## src/rtl/core/vpr_pkg.sv

```systemverilog
`timescale 1ns / 1ps
// Shared constants, types and tap tables of the vertical 3/2 polyphase resampler.
package vpr_pkg;

  localparam int MAX_WIDTH   = 1024;
  localparam int STORED_ROWS = 8;
  localparam int USED_ROWS   = 6;
  localparam int COL_W       = $clog2(MAX_WIDTH);
  localparam int SLOT_W      = $clog2(STORED_ROWS);
  localparam int Q_DEPTH     = 4;
  localparam int Q_PTR_W     = $clog2(Q_DEPTH);
  localparam int Q_CNT_W     = $clog2(Q_DEPTH + 1);

  localparam logic [10:0] ROW_WIDTH_RESET  = 11'd1024;
  localparam logic [12:0] FRAME_ROWS_RESET = 13'd480;
  localparam logic [12:0] FRAME_ROWS_MAX   = 13'd4096;
  localparam logic [12:0] ROW_COUNT_MAX    = 13'd8191;
  localparam logic [10:0] WIDTH_LIMIT      = 11'(MAX_WIDTH);

  typedef logic [1:0] reg_idx_t;
  localparam reg_idx_t REG_ROW_WIDTH  = 2'd0;
  localparam reg_idx_t REG_FRAME_ROWS = 2'd1;

  typedef logic signed [15:0] sample_t;
  typedef sample_t [STORED_ROWS-1:0] line_word_t;

  // Taps for source rows one to six above the current row, by output phase.
  localparam sample_t TAP_PH0 [USED_ROWS] = '{16'sd0, 16'sd0, 16'sd0, 16'sd64, 16'sd0, 16'sd0};
  localparam sample_t TAP_PH1 [USED_ROWS] = '{16'sd2, -16'sd7, 16'sd25, 16'sd51, -16'sd9, 16'sd2};
  localparam sample_t TAP_PH2 [USED_ROWS] = '{16'sd2, -16'sd9, 16'sd51, 16'sd25, -16'sd7, 16'sd2};

  typedef struct packed {
    sample_t                pixel;
    logic [COL_W-1:0]       col;
    logic [SLOT_W-1:0]      slot;
    logic                   odd;
    logic [USED_ROWS-1:0]   smask;
    logic                   va;
    logic                   vb;
    logic [12:0]            klo;
  } item_t;

  typedef struct packed {
    logic             en;
    logic [COL_W-1:0] addr;
    line_word_t       data;
  } mem_wr_t;

  typedef struct packed {
    logic s1;
    logic s2;
  } pipe_stat_t;

  typedef struct packed {
    logic             two;
    sample_t          v0;
    logic [12:0]      k0;
    sample_t          v1;
    logic [12:0]      k1;
    logic [COL_W-1:0] col;
  } result_t;

endpackage

```

## src/rtl/core/vpr_filter.sv

```systemverilog
`timescale 1ns / 1ps
// Read-modify-write of the column word with forwarding, tap products and phase sums.
module vpr_filter (
  input  logic                  clk,
  input  logic                  rst,
  input  logic                  item_valid,
  input  vpr_pkg::item_t        item,
  input  vpr_pkg::line_word_t   rd_data,
  output vpr_pkg::mem_wr_t      mem_wr,
  output vpr_pkg::pipe_stat_t   pipe,
  output logic                  push,
  output vpr_pkg::result_t      entry
);

  logic                        v1;
  vpr_pkg::item_t              it1;
  logic                        fwd_valid;
  logic [vpr_pkg::COL_W-1:0]   fwd_addr;
  vpr_pkg::line_word_t         fwd_data;
  logic                        v2;
  vpr_pkg::item_t              it2;
  vpr_pkg::sample_t            pa_q [vpr_pkg::USED_ROWS];
  vpr_pkg::sample_t            pb_q [vpr_pkg::USED_ROWS];

  vpr_pkg::line_word_t         word;
  vpr_pkg::line_word_t         new_word;
  vpr_pkg::sample_t            samp [vpr_pkg::USED_ROWS];
  vpr_pkg::sample_t            pa [vpr_pkg::USED_ROWS];
  vpr_pkg::sample_t            pb [vpr_pkg::USED_ROWS];
  vpr_pkg::sample_t            sa;
  vpr_pkg::sample_t            sb;

  // The word written last cycle is not yet visible in the read data of the same column.
  always_comb begin
    word = (fwd_valid && (fwd_addr == it1.col)) ? fwd_data : rd_data;
    new_word = word;
    new_word[it1.slot] = it1.pixel;
    for (int i = 0; i < vpr_pkg::USED_ROWS; i++) begin
      samp[i] = it1.smask[i] ? word[it1.slot - vpr_pkg::SLOT_W'(i + 1)] : '0;
      pa[i]   = it1.odd ? samp[i] * vpr_pkg::TAP_PH1[i] : samp[i] * vpr_pkg::TAP_PH0[i];
      pb[i]   = samp[i] * vpr_pkg::TAP_PH2[i];
    end
  end

  assign mem_wr.en   = v1;
  assign mem_wr.addr = it1.col;
  assign mem_wr.data = new_word;
  assign pipe.s1     = v1;
  assign pipe.s2     = v2;

  always_ff @(posedge clk) begin
    if (rst) begin
      v1        <= 1'b0;
      v2        <= 1'b0;
      fwd_valid <= 1'b0;
    end else begin
      v1        <= item_valid;
      v2        <= v1;
      fwd_valid <= v1;
    end
  end

  always_ff @(posedge clk) begin
    it1      <= item;
    fwd_addr <= it1.col;
    fwd_data <= new_word;
    it2      <= it1;
    pa_q     <= pa;
    pb_q     <= pb;
  end

  always_comb begin
    sa = '0;
    sb = '0;
    for (int i = 0; i < vpr_pkg::USED_ROWS; i++) begin
      sa = sa + pa_q[i];
      sb = sb + pb_q[i];
    end
    push      = v2 && (it2.va || it2.vb);
    entry.two = it2.va && it2.vb;
    entry.v0  = it2.va ? sa : sb;
    entry.k0  = it2.va ? it2.klo : it2.klo + 13'd1;
    entry.v1  = sb;
    entry.k1  = it2.klo + 13'd1;
    entry.col = it2.col;
  end

endmodule

```

## config.mk

```make
export PLATFORM = sky130hd
export DESIGN_NAME = vpr_filter
export DESIGN_NICKNAME = d
export VERILOG_FILES = /design/src/rtl/core/vpr_pkg.sv /design/src/rtl/core/vpr_filter.sv
export SDC_FILE = /design/constraint.sdc
export NUM_CORES = 2
export LEC_CHECK = 0
export BUFFER_PORTS_ARGS = -buffer_cell sky130_fd_sc_hd__buf_2
export CAP_MARGIN = 20
export CELL_PAD_IN_SITES_DETAIL_PLACEMENT = 0
export CELL_PAD_IN_SITES_GLOBAL_PLACEMENT = 1
export CORE_MARGIN = 2
export CORE_UTILIZATION = 30
export CTS_BUF_LIST = sky130_fd_sc_hd__clkbuf_2 sky130_fd_sc_hd__clkbuf_4 sky130_fd_sc_hd__clkbuf_8
export DETAILED_ROUTE_END_ITERATION = 12
export HOLD_SLACK_MARGIN = 0.02
export PLACE_DENSITY = 0.68
export SYNTH_ARGS = -nofsm -noshare
export SYNTH_HDL_FRONTEND = slang
export SYNTH_SLANG_ARGS = --single-unit
```

## constraint.sdc

```tcl
create_clock -name clk -period 9.2 [get_ports clk]
set_input_delay 1.84 -clock clk [delete_from_list [all_inputs] [get_ports clk]]
set_output_delay 1.84 -clock clk [all_outputs]
set_load 0.01 [all_outputs]
```

==> flow_summary.json <==
{
  "run_status": "finished clean",
  "via_per_inst": 4.56,
  "holdPathEnd": "it2[6]",
  "totalWireLength_mm": 87.1,
  "fin_crit_ns": 7.45,
  "die_area_mm2": 0.0968,
  "synth.most_common_cell": "inv_1",
  "grt_use_met2_pct": 28.5,
  "fill_cells": 9744,
  "rows": 112,
  "area_growth_pct": 16.7,
  "synth_top_area_share_pct": 27.9,
  "setup_ws_ns": 1.75,
  "drc_errors": 0,
  "grt_use_total_pct": 17.9,
  "relSlewSlack_pct": 29.3,
  "finalClockSkew_ns": 0.0491,
  "layout-drive-gt1-share_pct": 19.8,
  "r2r_cells": 24,
  "power.density_mw_per_mm2": 440,
  "synth_cell_type_count": 56,
  "rsz0062_at_grt": "false",
  "vias": 21159,
  "port_buffers": 392,
  "grtUsageMet3_pct": 4.48,
  "cp-start-kind": "flip-flop",
  "cts_max_path_buffers": 3,
  "reg2reg_slack_ns": 1.92,
  "gr-usage-met1_pct": 24.5,
  "syn_nets": 3628,
  "tightest_slew_ns": 1.06,
  "finalPower_mw": 14.5,
  "insertion_delay_ns": 0.71,
  "finalHoldViolations": 0,
  "synth_edf_count": 0,
  "finalNetCount": 3985,
  "setup_viol": 0,
  "die_height_um": 311,
  "min_path_type": "reg -> reg",
  "rr_endpoint": "pb_q[79]",
  "dp_slack_ns": 1.74,
  "post-dp-hpwl_mm": 71.8,
  "async_flop_share_pct": 0,
  "drtIter0Drc": 943,
  "ys_top_cells_by_count": "430 x inv_1, 394 x dfxtp_1, 277 x ha_1",
  "min_path_cells": 0,
  "irDropWorstVdd_v": 0.000505,
  "cts_buffers": 75,
  "core-area_mm2": 0.0935,
  "synth_warnings": 0,
  "ys.flop_type": "dfxtp_1",
  "p_leak_nw": 17.1,
  "cts.sinks": 394,
  "place_inst": 4498,
  "wire_per_inst_um": 18.8,
  "busiest_layer": "met2",
  "boundaryPins": 393,
  "final_cells": 4636,
  "timing.rr.start": "mem_wr[135]",
  "antenna_found_initial": 9,
  "cts.clk_slew.worst_paths_ns": 0.06,
  "post-route-period-util_pct": 80.9,
  "fp.dieW_um": 311,
  "syn_inst": 2964,
  "worstPathRequired_ns": 7.36,
  "slew_viol_final": 0,
  "grt_pass1_vias": 21927,
  "worstPathMaxFanout": 2,
  "clockRootBuffer": "clkbuf_8",
  "final_antenna_net_count": 0,
  "gp_congestion": 0.851,
  "postPlaceCellArea_mm2": 0.0314,
  "grt_first_pass_wirelength_mm": 132,
  "post_cts_buffers": 0,
  "maxCapViolCount": 0,
  "ctsHoldBuffers": 0,
  "tns_ns": 0,
  "gr-total-overflow": 0,
  "synth_area_leader_cell": "dfxtp_1",
  "fmax_mhz": 134,
  "cts_max_level": 3,
  "cts_tree": "yes",
  "drtPass1Iterations": 6,
  "worstPathArrival_ns": 5.61,
  "syn_area_mm2": 0.0283,
  "avgSynthCellArea_um2": 9.55,
  "path_class": "reg -> out",
  "yosys-top-cells-area": "dfxtp_1 28%, fa_1 15%, ha_1 12%",
  "cts-resized-gates": 0,
  "ys_ff_latch": 394,
  "initial_core_util_pct": 30.3,
  "finalInstanceArea_mm2": 0.0330,
  "ys_seq_area_share_pct": 27.9,
  "cp-end-kind": "primary output",
  "grt_max_degree": 60,
  "hp-start": "it1[6]"
}
==> report_power, final <==
group          switching, mW  internal [mW]  total [mW]
clock network          0.814           1.10        1.91
registers              0.203           2.04        2.24
logic                   6.12           4.27        10.4
==> state kept, by name, indices dropped and copies added, names as in the netlist <==
name      count
entry        10
mem_wr       10
pb_q         94
pa_q         94
v1            1
it1          41
fwd_data    128
it2          15
v2            1
==> per-layer routing <==
metal | part of all wire [%] | up-vias
met1 | 48 | 10132
met4 | 1.8 | 6
met2 | 44 | 556
li1 | - | 10354
met5 | 0.041 | -
met3 | 6.3 | 111
==> layout make-up <==
cell class	instances	area (µm²)	share of cell area, %
Tap cell	1254	1570	4.75
Sequential cell	394	7890	23.9
Clock buffer	108	1400	4.24
Inverter	434	1630	4.94
Timing Repair Buffer	426	2220	6.71
Antenna cell	5	12.5	0.0379
Multi-Input combinational cell	1990	18000	54.7
Clock inverter	25	255	0.773
==> worst max path at each step <==
stage,start,to,cells after the start,slack [ns]
2_1_floorplan,it1[23],pa_q[31],29,2.44
3_3_place_gp,rd_data[20],pb_q[79],22,1.74
3_5_place_dp,rd_data[20],pb_q[79],22,1.74
4_1_cts,pb_q[50],entry[67],18,1.67
5_1_grt,pb_q[50],entry[66],20,1.22
6_report,pb_q[50],entry[67],18,1.75
==> kinds of logic after synthesis <==
| logic type | share of synthesized area, % |
|---|---|
| xor gates and xnor gates | 5.52 |
| muxes | 13.7 |
| AOI/OAI and AO/OA | 7.55 |
| adders and majority gates | 26.7 |
| and+or+nand+nor | 10.1 |
| buffers and inverters | 8.49 |
| DFF | 27.9 |
==> worst max-delay path, cell delays in order (launching register included) <==
cell and delay (ns):
dfxtp_1 0.32, fa_1 0.53, inv_1 0.06, fa_1 0.48
fa_1 0.60, inv_1 0.06, ha_1 0.26, a21o_1 0.18
a21oi_1 0.22, o21ai_0 0.12, a21o_1 0.22, a21oi_1 0.23
o21ai_0 0.22, o41ai_1 0.46, o21ai_0 0.20, xnor2_1 0.37
nor2_1 0.07, a21oi_1 0.15, buf_2 0.17
==> metrics by stage <==
step	hold WS [ns]	utilization (%)
CTS	0.321	35.3
global placement	0.310	33.5
global route	0.326	35.3
finish	0.321	35.3
floorplan	0.310	-
detailed placement	0.312	33.5
==> layout by cell type, fill, tap and decap left out, types with 14 or more instances in the layout <==
cell type,Yosys,routed
a21o_1,21,21
a21oi_1,199,199
and2_1,56,56
and3_1,33,33
buf_2,9,392
buf_4,38,34
clkbuf_4,0,14
clkbuf_8,0,94
dfxtp_1,394,393
fa_1,205,205
ha_1,277,277
inv_1,430,429
mux2_2,38,38
mux2i_1,253,253
mux4_2,41,41
nand2_1,194,194
nand3_1,34,34
nor2_1,232,232
nor2b_1,17,17
nor3_1,24,24
o211ai_1,22,22
o21ai_0,56,56
o21bai_1,17,17
xnor2_1,129,128
xor2_1,45,43
Note: power is estimated with default switching activity, not from simulation.
