## config.mk

```make
export PLATFORM = sky130hd
export DESIGN_NAME = vpr_out_queue_flat
export DESIGN_NICKNAME = d
export VERILOG_FILES = /design/src/rtl/core/vpr_pkg.sv /design/src/rtl/core/vpr_if.sv /design/src/rtl/core/vpr_out_queue.sv /design/src/flat_wrapper.sv
export SDC_FILE = /design/constraint.sdc
export NUM_CORES = 1
export LEC_CHECK = 0
export ABC_AREA = 1
export BUFFER_PORTS_ARGS = -buffer_cell sky130_fd_sc_hd__buf_2
export CAP_MARGIN = 10
export CORE_UTILIZATION = 30
export CTS_BUF_LIST = sky130_fd_sc_hd__clkbuf_4 sky130_fd_sc_hd__clkbuf_8
export DETAILED_ROUTE_END_ITERATION = 10
export SETUP_SLACK_MARGIN = 0.3
export SLEW_MARGIN = 20
export SYNTH_ARGS = -nofsm -noshare
export SYNTH_HDL_FRONTEND = slang
export SYNTH_SLANG_ARGS = --single-unit
```

## constraint.sdc

```tcl
create_clock -name clk -period 2.3 [get_ports clk]
set_clock_uncertainty 0.2 [all_clocks]
set_input_delay 0.345 -clock clk [delete_from_list [all_inputs] [get_ports clk]]
set_output_delay 0.345 -clock clk [all_outputs]
set_load 0.005 [all_outputs]
```

## src/rtl/core/vpr_pkg.sv

```systemverilog
`timescale 1ns / 1ps
// Shared constants, types and tap tables of the vertical 3/2 polyphase resampler.
package vpr_pkg;

  localparam int MAX_WIDTH   = 1024;
  localparam int STORED_ROWS = 8;
  localparam int USED_ROWS   = 6;
  localparam int COL_W       = $clog2(MAX_WIDTH);
  localparam int SLOT_W      = $clog2(STORED_ROWS);
  localparam int Q_DEPTH     = 4;
  localparam int Q_PTR_W     = $clog2(Q_DEPTH);
  localparam int Q_CNT_W     = $clog2(Q_DEPTH + 1);

  localparam logic [10:0] ROW_WIDTH_RESET  = 11'd1024;
  localparam logic [12:0] FRAME_ROWS_RESET = 13'd480;
  localparam logic [12:0] FRAME_ROWS_MAX   = 13'd4096;
  localparam logic [12:0] ROW_COUNT_MAX    = 13'd8191;
  localparam logic [10:0] WIDTH_LIMIT      = 11'(MAX_WIDTH);

  typedef logic [1:0] reg_idx_t;
  localparam reg_idx_t REG_ROW_WIDTH  = 2'd0;
  localparam reg_idx_t REG_FRAME_ROWS = 2'd1;

  typedef logic signed [15:0] sample_t;
  typedef sample_t [STORED_ROWS-1:0] line_word_t;

  // Taps for source rows one to six above the current row, by output phase.
  localparam sample_t TAP_PH0 [USED_ROWS] = '{16'sd0, 16'sd0, 16'sd0, 16'sd64, 16'sd0, 16'sd0};
  localparam sample_t TAP_PH1 [USED_ROWS] = '{16'sd2, -16'sd7, 16'sd25, 16'sd51, -16'sd9, 16'sd2};
  localparam sample_t TAP_PH2 [USED_ROWS] = '{16'sd2, -16'sd9, 16'sd51, 16'sd25, -16'sd7, 16'sd2};

  typedef struct packed {
    sample_t                pixel;
    logic [COL_W-1:0]       col;
    logic [SLOT_W-1:0]      slot;
    logic                   odd;
    logic [USED_ROWS-1:0]   smask;
    logic                   va;
    logic                   vb;
    logic [12:0]            klo;
  } item_t;

  typedef struct packed {
    logic             en;
    logic [COL_W-1:0] addr;
    line_word_t       data;
  } mem_wr_t;

  typedef struct packed {
    logic s1;
    logic s2;
  } pipe_stat_t;

  typedef struct packed {
    logic             two;
    sample_t          v0;
    logic [12:0]      k0;
    sample_t          v1;
    logic [12:0]      k1;
    logic [COL_W-1:0] col;
  } result_t;

endpackage

```

## src/rtl/core/vpr_if.sv

```systemverilog


interface vpr_res_if;
  logic              valid;
  logic              ready;
  vpr_pkg::sample_t  value;
  logic [12:0]       out_row;
  logic [9:0]        out_column;
  logic              last;
  modport source (output valid, output value, output out_row, output out_column,
                  output last, input ready);
  modport sink (input valid, input value, input out_row, input out_column,
                input last, output ready);
endinterface


```

## src/rtl/core/vpr_out_queue.sv

```systemverilog
`timescale 1ns / 1ps
// Result queue that holds one entry per pixel that gives a result and hands out its one or two words.
module vpr_out_queue (
  input  logic                         clk,
  input  logic                         rst,
  input  logic                         push,
  input  vpr_pkg::result_t             entry,
  output logic [vpr_pkg::Q_CNT_W-1:0]  level,
  vpr_res_if.source                    dst
);

  vpr_pkg::result_t              q [vpr_pkg::Q_DEPTH];
  logic [vpr_pkg::Q_PTR_W-1:0]   wr_ptr;
  logic [vpr_pkg::Q_PTR_W-1:0]   rd_ptr;
  logic [vpr_pkg::Q_CNT_W-1:0]   count;
  logic                          phase;

  vpr_pkg::result_t              head;
  logic                          is_last;
  logic                          take;
  logic                          pop;

  assign head           = q[rd_ptr];
  assign is_last        = !head.two || phase;
  assign dst.valid      = (count != '0);
  assign dst.value      = phase ? head.v1 : head.v0;
  assign dst.out_row    = phase ? head.k1 : head.k0;
  assign dst.out_column = 10'(head.col);
  assign dst.last       = is_last;
  assign take           = dst.valid && dst.ready;
  assign pop            = take && is_last;
  assign level          = count;

  always_ff @(posedge clk) begin
    if (rst) begin
      wr_ptr <= '0;
      rd_ptr <= '0;
      count  <= '0;
      phase  <= 1'b0;
    end else begin
      if (push) begin
        wr_ptr <= wr_ptr + 1'b1;
      end
      if (pop) begin
        rd_ptr <= rd_ptr + 1'b1;
      end
      case ({push, pop})
        2'b10:   count <= count + 1'b1;
        2'b01:   count <= count - 1'b1;
        default: count <= count;
      endcase
      if (take) begin
        phase <= !is_last;
      end
    end
  end

  always_ff @(posedge clk) begin
    if (push) begin
      q[wr_ptr] <= entry;
    end
  end

endmodule

```

## src/flat_wrapper.sv

```systemverilog
// flat-port wrapper written by rule: the top's interface ports become plain ports
module vpr_out_queue_flat 
  (clk, rst, push, entry, level, dst_valid, dst_value, dst_out_row, dst_out_column, dst_last, dst_ready);
  vpr_res_if dst_i ();
  input  logic clk;
  input  logic rst;
  input  logic push;
  input  vpr_pkg::result_t entry;
  output logic [vpr_pkg::Q_CNT_W-1:0] level;
  output wire logic [$bits(dst_i.valid)-1:0] dst_valid;
  output wire logic [$bits(dst_i.value)-1:0] dst_value;
  output wire logic [$bits(dst_i.out_row)-1:0] dst_out_row;
  output wire logic [$bits(dst_i.out_column)-1:0] dst_out_column;
  output wire logic [$bits(dst_i.last)-1:0] dst_last;
  input wire logic [$bits(dst_i.ready)-1:0] dst_ready;
  assign dst_valid = dst_i.valid;
  assign dst_value = dst_i.value;
  assign dst_out_row = dst_i.out_row;
  assign dst_out_column = dst_i.out_column;
  assign dst_last = dst_i.last;
  assign dst_i.ready = dst_ready;
  vpr_out_queue u_core (.clk(clk), .rst(rst), .push(push), .entry(entry), .level(level), .dst(dst_i));
endmodule
```

==> run metrics <==
fraction of final layout cells with drive strength greater than 1=0.271; XOR/XNOR Fraction of Synth Area=0; end of the worst register-to-register path=u_core.level[2]$_SDFFE_PP0P_; stage delay of the slowest cell on the critical path=0.41 ns; top post-synthesis cells by area=sky130_fd_sc_hd__edfxtp_1 75%, sky130_fd_sc_hd__o21ai_0 5.8%, sky130_fd_sc_hd__nor2_1 4.8%, sky130_fd_sc_hd__o22ai_1 3.8%, sky130_fd_sc_hd__nand2_1 3.4%; hold wc startpoint=rst; Post-Synth Simple-Gate Area=0.0863; placeable core region=0.0365 mm²; async set-or-reset flop fraction in the synthesized netlist=0; vias in the first global route=about 7,600; die outline height=around 190 µm; FF-to-FF setup slack=-0.08 ns; sum of net half-perimeters after detailed placement=14,400 µm; aggregate routed wire length=31,900 µm; initial antenna violation count=3; Data required, critical path=~1.8 ns; number of DRC violations after detailed-routing iteration 0=402; Clock Pin Slew Worst Setup and Hold Paths=0.06 ns; cell with the most instances after synthesis=sky130_fd_sc_hd__edfxtp_1; worst setup path class=flip-flop to output port; cell count after synthesis=around 830; Power per Cell Area=858 mW/mm²; routed length per instance=20.3 µm; placement-stage worst setup slack=between 0.15 and 0.2 ns; setup repair after global routing missed its margin=true; cell types with the highest counts after synthesis=276 x sky130_fd_sc_hd__edfxtp_1, 143 x sky130_fd_sc_hd__nor2_1, 129 x sky130_fd_sc_hd__o21ai_0; worst reg-to-reg path cell count=15; Overall Power=between 10 and 15 mW; detailed-routing iteration count for the pre-antenna-repair pass=5; # IOs=117; Chip Width=about 190 µm; dominant combinational cell family by area after synthesis=compound AO/OA/AOI/OAI gates; endpoint of the worst hold path=u_core.level[1]$_SDFFE_PP0P_; kind of cell adding the most delay to the critical path=buffers and inverters; count of final hold-check violations=0; number of core rows=70; adder and majority cell fraction of the synthesized area=0.00745; total of flip-flops plus latches after synthesis=286; Hold Path Cell Cnt=3; nature of the critical path endpoint=output port; final cycle utilization of the critical path=1.09; final setup violation count=41; # clock sinks=about 290; minimum clock period after layout=2.51 ns; accumulated negative setup slack=-6.81 ns; global-route congestion overflow total=0; top_reg_cell synth=sky130_fd_sc_hd__edfxtp_1; CP Data Arrival Time=1.96 ns; count of final max-slew check failures=0; Synth Area in Compound Gates=0.106; worst-skew pair later-pin latency=0.59 ns; # nets final=1,147; violated checks=negative setup slack; final worst slack=-0.207 ns; post-synthesis cell area=0.0111 mm²; number of nets produced by synthesis=slightly above 900; number of flops mapped to enable cells by yosys=276; CTS tree=yes; antenna viol nets, final=0; result of the run=finished, violations left; CTS Buf Count=48; initial standard-cell utilization of the core=0.304; Bufs on Longest Clock Path=3; yosys synthesis warning count=0; maximum clock rate=399 MHz; global-route total usage across every layer=0.160; pin count of the biggest net entering global routing=55; Slew @ Worst Pin=0.490 ns; leakage power total=5.38 nW; Area Overhead vs Synth=34.0%; Critical Path, Cell by Cell=buf_4 -> clkbuf_16 -> o21ai_1 -> o22ai_1 -> nand2_1 -> nand2_2 -> buf_2; startpoint type of the worst setup path=flip-flop; Filler cells=~3,300; DR vias/cell=4.85; peak supply drop=471 µV; portion of synthesized cell area occupied by the leading cell type=0.748; master of the slowest instance on the critical path=sky130_fd_sc_hd__dfxtp_4; final weighted congestion in routability-driven placement=0.727; area of the die=0.0377 mm²; number of remaining DRC errors=0; synthesized area per cell=about 13 µm²; Vias=7,646; global-route wire length before repair=45,300 µm; HP Class=input pin to flip-flop; number of max-cap violations=0; Worst Path Buf+Inv=3; maximum net fanout on the critical path=12; worst slew slack as a fraction of its limit=0.673; post-synthesis mux area share=0; buffer type at the clock tree root=sky130_fd_sc_hd__clkbuf_8; sequential area share after synthesis=0.766; deepest level of the CTS H-tree=2; buffers added on ports=116; Worst Hold Margin=around 0.27 ns; post-synthesis cell type with the largest combined area=sky130_fd_sc_hd__edfxtp_1; number of library cell types mapped by synthesis=24
placed cells by master (no fill, tap or decap), types with 17 or more instances in the layout:
master	count
sky130_fd_sc_hd__o21ai_1	35
sky130_fd_sc_hd__nor2_1	134
sky130_fd_sc_hd__o21ai_0	103
sky130_fd_sc_hd__edfxtp_1	276
sky130_fd_sc_hd__nand2_1	89
sky130_fd_sc_hd__dlygate4sd3_1	72
sky130_fd_sc_hd__buf_2	115
sky130_fd_sc_hd__clkbuf_8	54
sky130_fd_sc_hd__buf_16	17
sky130_fd_sc_hd__clkbuf_4	20
sky130_fd_sc_hd__o22ai_1	62
worst max path at each step:
stage / startpoint / cells past startpoint / endpoint / slack, ns
floorplan: u_core.wr_ptr[1]$_SDFFE_PP0P_ / 4 / u_core.q[1][0]$_DFFE_PP_ / 0.11
global placement: flip-flop / 14 / u_core.level[2]$_SDFFE_PP0P_ / 0.20
detailed placement: u_core.level[0]$_SDFFE_PP0P_ / 12 / u_core.level[1]$_SDFFE_PP0P_ / 0.20
CTS: flip-flop / 7 / dst_value[3] / -0.22
global route: flip-flop / 9 / dst_value[14] / -0.31
finish: flip-flop / 7 / dst_value[15] / -0.21
final cells by class:
cell class,count,area (µm²),area share
multi-input combinational,473,2370,0.159
antenna,1,2.50,0.000168
sequential,286,8500,0.572
clock inverter,14,73.8,0.00497
inverter,22,118,0.00792
clock buffer,74,893,0.0602
timing repair buffer,237,2310,0.156
tap,468,586,0.0394
tightest hold or removal path, stage by stage:
cell                            delay [ns]
sky130_fd_sc_hd__dlygate4sd3_1        0.53
sky130_fd_sc_hd__buf_2                0.11
sky130_fd_sc_hd__nor2_1               0.03
registers in the layout, summed over array words and instances (netlist names), named ones only:
name / count
u_core.q: 276
u_core.level: 3
u_core.rd_ptr: 2
u_core.wr_ptr: 2
u_core.phase: 1
what timing repair did:
| item | in CTS | in global routing |
|---|---|---|
| pin swaps | 3 | 22 |
| hold endpoints to repair | 286 | 0 |
| gates resized for setup | 47 | 50 |
| hold buffers | 72 | 0 |
| cloned | 12 | 9 |
| setup endpoints to repair | 42 | 43 |
| setup buffers | 5 | 6 |
through the flow:
| stage | utilization | cell area [µm²] | instances |
|---|---|---|---|
| after floorplan | - | 11100 | 831 |
| after detailed placement | 0.335 | 12200 | 1382 |
| after CTS | 0.395 | 14400 | 1559 |
| after global routing | 0.407 | 14900 | 1575 |
| after global placement | 0.335 | 12200 | 1382 |
| final | 0.407 | 14900 | 1575 |
kinds of logic (layout without fill, tap and decap cells):
logic type               Yosys count  count (layout)
buffers and inverters             72             347
AND/OR/NAND/NOR                  249             249
flip-flops                       286             286
other                              0               1
AO/OA/AOI/OAI                    218             218
adder cells (fa/ha/maj)            6               6
routing by layer:
metal | routed length (µm) | track usage
met1 | 14500 | 0.212
met3 | 1670 | 0.0324
met2 | 15000 | 0.260
met4 | 782 | 0.0558
met5 | 10 | 0
power by group:
part	internal (mW)	switching [mW]	leakage, nW
clock network	2.48	2.01	0.514
logic	0.958	1.28	2.25
registers	5.96	0.0630	2.62
total	9.40	3.35	5.38
Note: power is estimated with default switching activity, not from simulation.
