### config.mk
export PLATFORM = sky130hd
export DESIGN_NAME = vpr_ctrl_flat
export DESIGN_NICKNAME = d
export VERILOG_FILES = /design/src/rtl/core/vpr_pkg.sv /design/src/rtl/core/vpr_if.sv /design/src/rtl/core/vpr_ctrl.sv /design/src/flat_wrapper.sv
export SDC_FILE = /design/constraint.sdc
export NUM_CORES = 1
export LEC_CHECK = 0
export BUFFER_PORTS_ARGS = -buffer_cell sky130_fd_sc_hd__buf_2
export CORE_MARGIN = 8
export CORE_UTILIZATION = 50
export CTS_CLUSTER_SIZE = 28
export DETAILED_ROUTE_END_ITERATION = 8
export PLACE_DENSITY = 0.89
export SLEW_MARGIN = 10
export SYNTH_ARGS = -nofsm -noshare
export SYNTH_HDL_FRONTEND = slang
export SYNTH_SLANG_ARGS = --single-unit
export TNS_END_PERCENT = 20
### constraint.sdc
create_clock -name clk -period 6.1 [get_ports clk]
set_input_delay 0.915 -clock clk [delete_from_list [all_inputs] [get_ports clk]]
set_output_delay 0.915 -clock clk [all_outputs]
set_load 0.01 [all_outputs]
### src/rtl/core/vpr_pkg.sv
`timescale 1ns / 1ps
// Shared constants, types and tap tables of the vertical 3/2 polyphase resampler.
package vpr_pkg;

  localparam int MAX_WIDTH   = 1024;
  localparam int STORED_ROWS = 8;
  localparam int USED_ROWS   = 6;
  localparam int COL_W       = $clog2(MAX_WIDTH);
  localparam int SLOT_W      = $clog2(STORED_ROWS);
  localparam int Q_DEPTH     = 4;
  localparam int Q_PTR_W     = $clog2(Q_DEPTH);
  localparam int Q_CNT_W     = $clog2(Q_DEPTH + 1);

  localparam logic [10:0] ROW_WIDTH_RESET  = 11'd1024;
  localparam logic [12:0] FRAME_ROWS_RESET = 13'd480;
  localparam logic [12:0] FRAME_ROWS_MAX   = 13'd4096;
  localparam logic [12:0] ROW_COUNT_MAX    = 13'd8191;
  localparam logic [10:0] WIDTH_LIMIT      = 11'(MAX_WIDTH);

  typedef logic [1:0] reg_idx_t;
  localparam reg_idx_t REG_ROW_WIDTH  = 2'd0;
  localparam reg_idx_t REG_FRAME_ROWS = 2'd1;

  typedef logic signed [15:0] sample_t;
  typedef sample_t [STORED_ROWS-1:0] line_word_t;

  // Taps for source rows one to six above the current row, by output phase.
  localparam sample_t TAP_PH0 [USED_ROWS] = '{16'sd0, 16'sd0, 16'sd0, 16'sd64, 16'sd0, 16'sd0};
  localparam sample_t TAP_PH1 [USED_ROWS] = '{16'sd2, -16'sd7, 16'sd25, 16'sd51, -16'sd9, 16'sd2};
  localparam sample_t TAP_PH2 [USED_ROWS] = '{16'sd2, -16'sd9, 16'sd51, 16'sd25, -16'sd7, 16'sd2};

  typedef struct packed {
    sample_t                pixel;
    logic [COL_W-1:0]       col;
    logic [SLOT_W-1:0]      slot;
    logic                   odd;
    logic [USED_ROWS-1:0]   smask;
    logic                   va;
    logic                   vb;
    logic [12:0]            klo;
  } item_t;

  typedef struct packed {
    logic             en;
    logic [COL_W-1:0] addr;
    line_word_t       data;
  } mem_wr_t;

  typedef struct packed {
    logic s1;
    logic s2;
  } pipe_stat_t;

  typedef struct packed {
    logic             two;
    sample_t          v0;
    logic [12:0]      k0;
    sample_t          v1;
    logic [12:0]      k1;
    logic [COL_W-1:0] col;
  } result_t;

endpackage

### src/rtl/core/vpr_if.sv
`timescale 1ns / 1ps
// Handshake interfaces for the pixel, result and configuration channels.
interface vpr_pix_if;
  logic              valid;
  logic              ready;
  vpr_pkg::sample_t  pixel;
  logic              frame_start;
  modport source (output valid, output pixel, output frame_start, input ready);
  modport sink (input valid, input pixel, input frame_start, output ready);
endinterface


interface vpr_cfg_if;
  logic               valid;
  logic               ready;
  vpr_pkg::reg_idx_t  index;
  logic [12:0]        data;
  modport source (output valid, output index, output data, input ready);
  modport sink (input valid, input index, input data, output ready);
endinterface

### src/rtl/core/vpr_ctrl.sv
`timescale 1ns / 1ps
// Configuration registers, row and column counters, clearing pass and input admission.
module vpr_ctrl (
  input  logic                         clk,
  input  logic                         rst,
  vpr_cfg_if.sink                      cfg,
  vpr_pix_if.sink                      src,
  input  vpr_pkg::pipe_stat_t          pipe,
  input  logic [vpr_pkg::Q_CNT_W-1:0]  q_level,
  output logic                         item_valid,
  output vpr_pkg::item_t               item,
  output logic [vpr_pkg::COL_W-1:0]    rd_addr,
  output vpr_pkg::mem_wr_t             clr_wr
);

  logic [10:0]                 row_width;
  logic [12:0]                 frame_rows;
  logic [vpr_pkg::COL_W-1:0]   column_count;
  logic [12:0]                 row_count;
  logic                        clr_busy;
  logic [vpr_pkg::COL_W-1:0]   clr_addr;

  logic [10:0]                 w_eff;
  logic [12:0]                 rows_eff;
  logic [vpr_pkg::COL_W-1:0]   cbase;
  logic [12:0]                 rbase;
  logic [vpr_pkg::COL_W-1:0]   col;
  logic [10:0]                 col_inc;
  logic                        wrap;
  logic [14:0]                 x3;
  logic [14:0]                 h;
  logic signed [15:0]          klo;
  logic signed [15:0]          kb;
  logic [14:0]                 lim3;
  logic signed [15:0]          lim_s;
  logic [3:0]                  occ;
  logic [vpr_pkg::USED_ROWS-1:0] smask;

  assign cfg.ready = 1'b1;

  always_ff @(posedge clk) begin
    if (rst) begin
      row_width  <= vpr_pkg::ROW_WIDTH_RESET;
      frame_rows <= vpr_pkg::FRAME_ROWS_RESET;
    end else if (cfg.valid) begin
      case (cfg.index)
        vpr_pkg::REG_ROW_WIDTH:  row_width  <= cfg.data[10:0];
        vpr_pkg::REG_FRAME_ROWS: frame_rows <= cfg.data;
        default: ;
      endcase
    end
  end

  always_ff @(posedge clk) begin
    if (rst) begin
      clr_busy <= 1'b1;
      clr_addr <= '0;
    end else if (clr_busy) begin
      clr_addr <= clr_addr + 1'b1;
      if (clr_addr == vpr_pkg::COL_W'(vpr_pkg::MAX_WIDTH - 1)) begin
        clr_busy <= 1'b0;
      end
    end
  end

  assign clr_wr.en   = clr_busy;
  assign clr_wr.addr = clr_addr;
  assign clr_wr.data = '0;

  assign occ        = 4'(q_level) + 4'(pipe.s1) + 4'(pipe.s2);
  assign src.ready  = !clr_busy && (occ < 4'(vpr_pkg::Q_DEPTH));
  assign item_valid = src.valid && src.ready;

  always_comb begin
    if (row_width == 11'd0) begin
      w_eff = 11'd1;
    end else if (row_width > vpr_pkg::WIDTH_LIMIT) begin
      w_eff = vpr_pkg::WIDTH_LIMIT;
    end else begin
      w_eff = row_width;
    end
    rows_eff = (frame_rows > vpr_pkg::FRAME_ROWS_MAX) ? vpr_pkg::FRAME_ROWS_MAX : frame_rows;

    cbase   = src.frame_start ? '0 : column_count;
    rbase   = src.frame_start ? '0 : row_count;
    col     = (11'(cbase) >= w_eff) ? '0 : cbase;
    col_inc = 11'(col) + 11'd1;
    wrap    = col_inc >= w_eff;

    x3    = 15'({rbase, 1'b0}) + 15'(rbase);
    h     = x3 + 15'(rbase[0]);
    klo   = $signed({2'b00, h[14:1]}) - 16'sd6;
    kb    = klo + 16'sd1;
    lim3  = 15'({rows_eff, 1'b0}) + 15'(rows_eff) + 15'd1;
    lim_s = $signed({2'b00, lim3[14:1]});

    for (int i = 0; i < vpr_pkg::USED_ROWS; i++) begin
      smask[i] = (rbase >= 13'(i + 1)) && (14'(rbase) < 14'(rows_eff) + 14'(i + 1));
    end

    item.pixel = src.pixel;
    item.col   = col;
    item.slot  = rbase[vpr_pkg::SLOT_W-1:0];
    item.odd   = rbase[0];
    item.smask = smask;
    item.va    = !klo[15] && (klo < lim_s);
    item.vb    = !rbase[0] && !kb[15] && (kb < lim_s);
    item.klo   = klo[12:0];
  end

  assign rd_addr = col;

  always_ff @(posedge clk) begin
    if (rst) begin
      column_count <= '0;
      row_count    <= '0;
    end else if (item_valid) begin
      if (wrap) begin
        column_count <= '0;
        row_count    <= (rbase < vpr_pkg::ROW_COUNT_MAX) ? rbase + 13'd1 : rbase;
      end else begin
        column_count <= col_inc[vpr_pkg::COL_W-1:0];
        row_count    <= rbase;
      end
    end
  end

endmodule

### src/flat_wrapper.sv
// flat-port wrapper written by rule: the top's interface ports become plain ports
module vpr_ctrl_flat 
  (clk, rst, pipe, q_level, item_valid, item, rd_addr, clr_wr, cfg_valid, cfg_index, cfg_data, cfg_ready, src_valid, src_pixel, src_frame_start, src_ready);
  vpr_cfg_if cfg_i ();
  vpr_pix_if src_i ();
  input  logic clk;
  input  logic rst;
  input  vpr_pkg::pipe_stat_t pipe;
  input  logic [vpr_pkg::Q_CNT_W-1:0] q_level;
  output logic item_valid;
  output vpr_pkg::item_t item;
  output logic [vpr_pkg::COL_W-1:0] rd_addr;
  output vpr_pkg::mem_wr_t clr_wr;
  input wire logic [$bits(cfg_i.valid)-1:0] cfg_valid;
  input wire logic [$bits(cfg_i.index)-1:0] cfg_index;
  input wire logic [$bits(cfg_i.data)-1:0] cfg_data;
  output wire logic [$bits(cfg_i.ready)-1:0] cfg_ready;
  input wire logic [$bits(src_i.valid)-1:0] src_valid;
  input wire logic [$bits(src_i.pixel)-1:0] src_pixel;
  input wire logic [$bits(src_i.frame_start)-1:0] src_frame_start;
  output wire logic [$bits(src_i.ready)-1:0] src_ready;
  assign cfg_i.valid = cfg_valid;
  assign cfg_i.index = cfg_index;
  assign cfg_i.data = cfg_data;
  assign cfg_ready = cfg_i.ready;
  assign src_i.valid = src_valid;
  assign src_i.pixel = src_pixel;
  assign src_i.frame_start = src_frame_start;
  assign src_ready = src_i.ready;
  vpr_ctrl u_core (.clk(clk), .rst(rst), .cfg(cfg_i), .src(src_i), .pipe(pipe), .q_level(q_level), .item_valid(item_valid), .item(item), .rd_addr(rd_addr), .clr_wr(clr_wr));
endmodule
==> impl_results.md <==
- Outcome: completed
- Skew final: 0.00452 ns
- Post-synth ARST share: 0
- Worst Path Class, Setup: flip-flop to output port
- Fin. Hold Viols: 0
- First-pass GRT wire length: 43800 um
- NetSw: 0.360 mW
- Pwr dens: 117 nW/um2
- Fmax: 0.169 GHz
- Clk buf depth: 2
- GRT Util Overall: 0.220
- Min setup slack post-route: 0.185 ns
- P&R area growth vs syn: 9.68%
- Most frequent cells in the layout: nand2_1 (129), conb_1 (129), ha_1 (123), nor2_1 (100), buf_2 (81)
- # port buffers: 82
- Detailed Place HPWL: 21900 um
- Final #Nets: 1541
- Leak: 4.89 nW
- Area contributors post-synth: ha_1 (17%), buf_4 (12%), dfxtp_1 (12%), xnor2_1 (6.9%), nand2_1 (5.1%)
- Hold Buf Count CTS: 0
- Final routed DRC violation total: 0
- Post-synthesis register bit count: 58
- VDD IR max: 0.194 mV
- Number of synthesized flops with an enable pin: 0
- Core Box Area: 18700 um2
- Sequential element share of the synthesized area: 0.121
- Worst Path Required: 5.18 ns
- Die Width: 154 um
- Fillcell total: 1687
- Final Wtd Congestion: 0.991
- Post-Syn Area: 9560 um2
- Yosys warns: 0
- Final period utilization: 0.970
- Net Sw Frac: 0.293
- Diodes inserted: 0
- Combinational Power Share: 0.228
- Yosys top cell area share: 0.166
- Ys flop type: dfxtp_1
- Routed wire per std cell: 17.1 um
- Vias: 9177
- Design area: 10500 um2
- Worst Path Arrival: 5.00 ns
- Maxcap violations: 0
- Placed cell area: 9880 um2
- Distinct cell type count after synthesis: 83
- FF-to-FF setup slack: 0.33 ns
- Power share of the clock group: 0.449
- Root Buffer: clkbuf_16
- Period minus WS final: 5.92 ns
- Worst setup path startpoint: u_core.row_count[4]
- Crit path buffers/inverters: 3
- Clk sinks: 58
- Initial antenna violation count: 0
- CP max stage delay: 0.59 ns
- Crit end category: output port
- # rows: 50
- Vias in the first global route: 8963
- Largest delay share family, worst path: simple AND/OR/NAND/NOR gates
- Worst-case reg-to-reg path depth: 28
- Worst Max-Slew Pin Slew: 1.06 ns
- CTS tree: done
- Post-synth top area cell: ha_1
- Largest net degree at the start of global routing: 47
- Critical path capture point: item[13]
- Worst hold path class: flip-flop to flip-flop
- Sequential power share: 0.322
- Post-Route Utilization: 0.560
- Vias per cell: 5.69
- Max-slew violation count: 0
- Die ar.: 23800 um2
- Pre-CTS WS: -0.0875 ns
- Clk_lat worst skew: 0.33 ns
- Post-route ant nets: 0
- Share of layout cells above drive strength 1: 0.173
- Syn Inst Count: 1288
- Slew headroom: 0.291
- 1st-pass router iterations: 6
- Crit path max fanout: 10
- Internal cell power: 0.869 mW
- Worst-path cell chain: nor2b_4 -> inv_2 -> ha_4 -> nand2b_1 -> a2111o_1 -> buf_4 -> o211ai_2 -> a21oi_2 -> or4_4 -> or3_4 -> xnor2_4 -> nor4b_4 -> nand2_1 -> xnor2_1 -> ha_1 -> a21o_1 -> a2111oi_4 -> buf_2
- CP Depth: 18
- Clock transition at path regs: 0.05 ns
- Starting Density: 0.511
- RR Endpoint: u_core.row_count[0]
- Critical-path top delay cell: dfxtp_1
- Num CTS Buffers: 9
- DRT iter0 DRCs: 657
- Grt ovf: 0
- Worst setup SP type: flip-flop
- Endpoints failing setup: 0
- FF-to-FF Start: u_core.row_width[6]
- Syn avg cell area: 7.42 um2
- RSZ-0062 raised after global routing: true
- Drt total wl: 27500 um
- Number of H-tree levels: 3
- Design Power: 1.23 mW
- Die height: 154 um
- I/O pin count: 244
[area by class of cell]
cell class                      instances  area [um2]  area share
Inverter                               46         173      0.0165
Tap cell                              234         293      0.0279
Timing Repair Buffer                  159        1010      0.0960
Clock inverter                          4        73.8     0.00704
Sequential cell                        58        1160       0.111
Multi-Input combinational cell       1099        7520       0.717
Clock buffer                           12         256      0.0245
[worst min-delay path by stage]
stage                              to  depth (start not counted)                    from  slack (ns)
3_3_place_gp   u_core.column_count[1]                          2  u_core.column_count[1]        0.44
5_1_grt        u_core.column_count[1]                          2  u_core.column_count[1]        0.49
6_report       u_core.column_count[1]                          2  u_core.column_count[1]        0.46
2_1_floorplan  u_core.column_count[1]                          2  u_core.column_count[1]        0.43
3_5_place_dp   u_core.column_count[1]                          2  u_core.column_count[1]        0.45
4_1_cts        u_core.column_count[1]                          2  u_core.column_count[1]        0.45
[logic make-up (layout without fill, tap and decap cells)]
family                   Yosys count  in the layout  synth area share
AO/OA/AOI/OAI                    248            248             0.173
XOR/XNOR                         116            116             0.109
adder cells (fa/ha/maj)          139            139             0.179
buffers and inverters            258            221             0.165
flip-flops                        58             58             0.121
multiplexers                      14             14            0.0153
other                              2            129          0.000786
AND/OR/NAND/NOR                  453            453             0.237
[sequential cells by signal, indices dropped and copies added (netlist names)]
| name | flops |
|---|---|
| u_core.frame_rows | 13 |
| u_core.row_count | 13 |
| u_core.row_width | 11 |
| u_core.clr_addr | 10 |
| u_core.column_count | 10 |
| u_core.clr_busy | 1 |
[Yosys cell counts (6+ instances only)]
cell type and n:
buf_4 158, nand2_1 130, ha_1 127, nor2_1 101
xnor2_1 75, a21oi_1 67, dfxtp_1 58, nand3_1 49
o21ai_0 46, inv_1 43, clkbuf_1 40, xor2_1 39
a21o_1 32, nor2b_1 31, nand2b_1 26, nor3_1 21
nor4_1 16, o21a_1 15, a31oi_1 13, and3_1 13
nand4_1 13, maj3_1 12, mux2i_1 12, a211oi_1 11
and2_1 9, nand3b_1 9, o211ai_1 9, o31ai_1 9
buf_1 7, or3_1 7, buf_2 6
[worst min-delay path, stage by stage (launching register included)]
cell and delay [ns]:
dfxtp_1 0.30, nand2_1 0.06, a21oi_1 0.05
[routing by layer]
metal / part of all wire / vias up / wire length [um] / GRT usage
li1: - / 4376 / - / -
met2: 0.45 / 457 / 12500 / 0.364
met5: 0 / - / 0 / 0
met1: 0.41 / 4262 / 11300 / 0.268
met4: 0.035 / 0 / 956 / 0.0943
met3: 0.099 / 82 / 2710 / 0.0493
[power by group through the flow]
| stage | combinational (mW) | clock [mW] | sequential, mW |
|---|---|---|---|
| 2_1_floorplan | 0.272 | 0 | 0.401 |
| 3_3_place_gp | 0.256 | 0 | 0.403 |
| 3_5_place_dp | 0.266 | 0 | 0.403 |
| 4_1_cts | 0.268 | 0.556 | 0.396 |
| 5_1_grt | 0.313 | 0.577 | 0.397 |
| 6_report | 0.281 | 0.552 | 0.396 |
[stage by stage]
stage / instances / hold WS, ns / setup TNS [ns]
CTS: 1605 / 0.455 / 0
detailed placement: 1589 / 0.450 / -0.0978
global placement: 1589 / 0.439 / 0
global route: 1612 / 0.489 / -0.0859
finish: 1612 / 0.463 / 0
floorplan: 1415 / 0.427 / 0
[repair_timing]
item | 4_1_cts | 5_1_grt
setup buffers | 0 | 7
setup endpoints to repair | 1 | 25
gates resized for setup | 3 | 51
pin swaps | 0 | 21
Power figures use the tool's default switching activity.
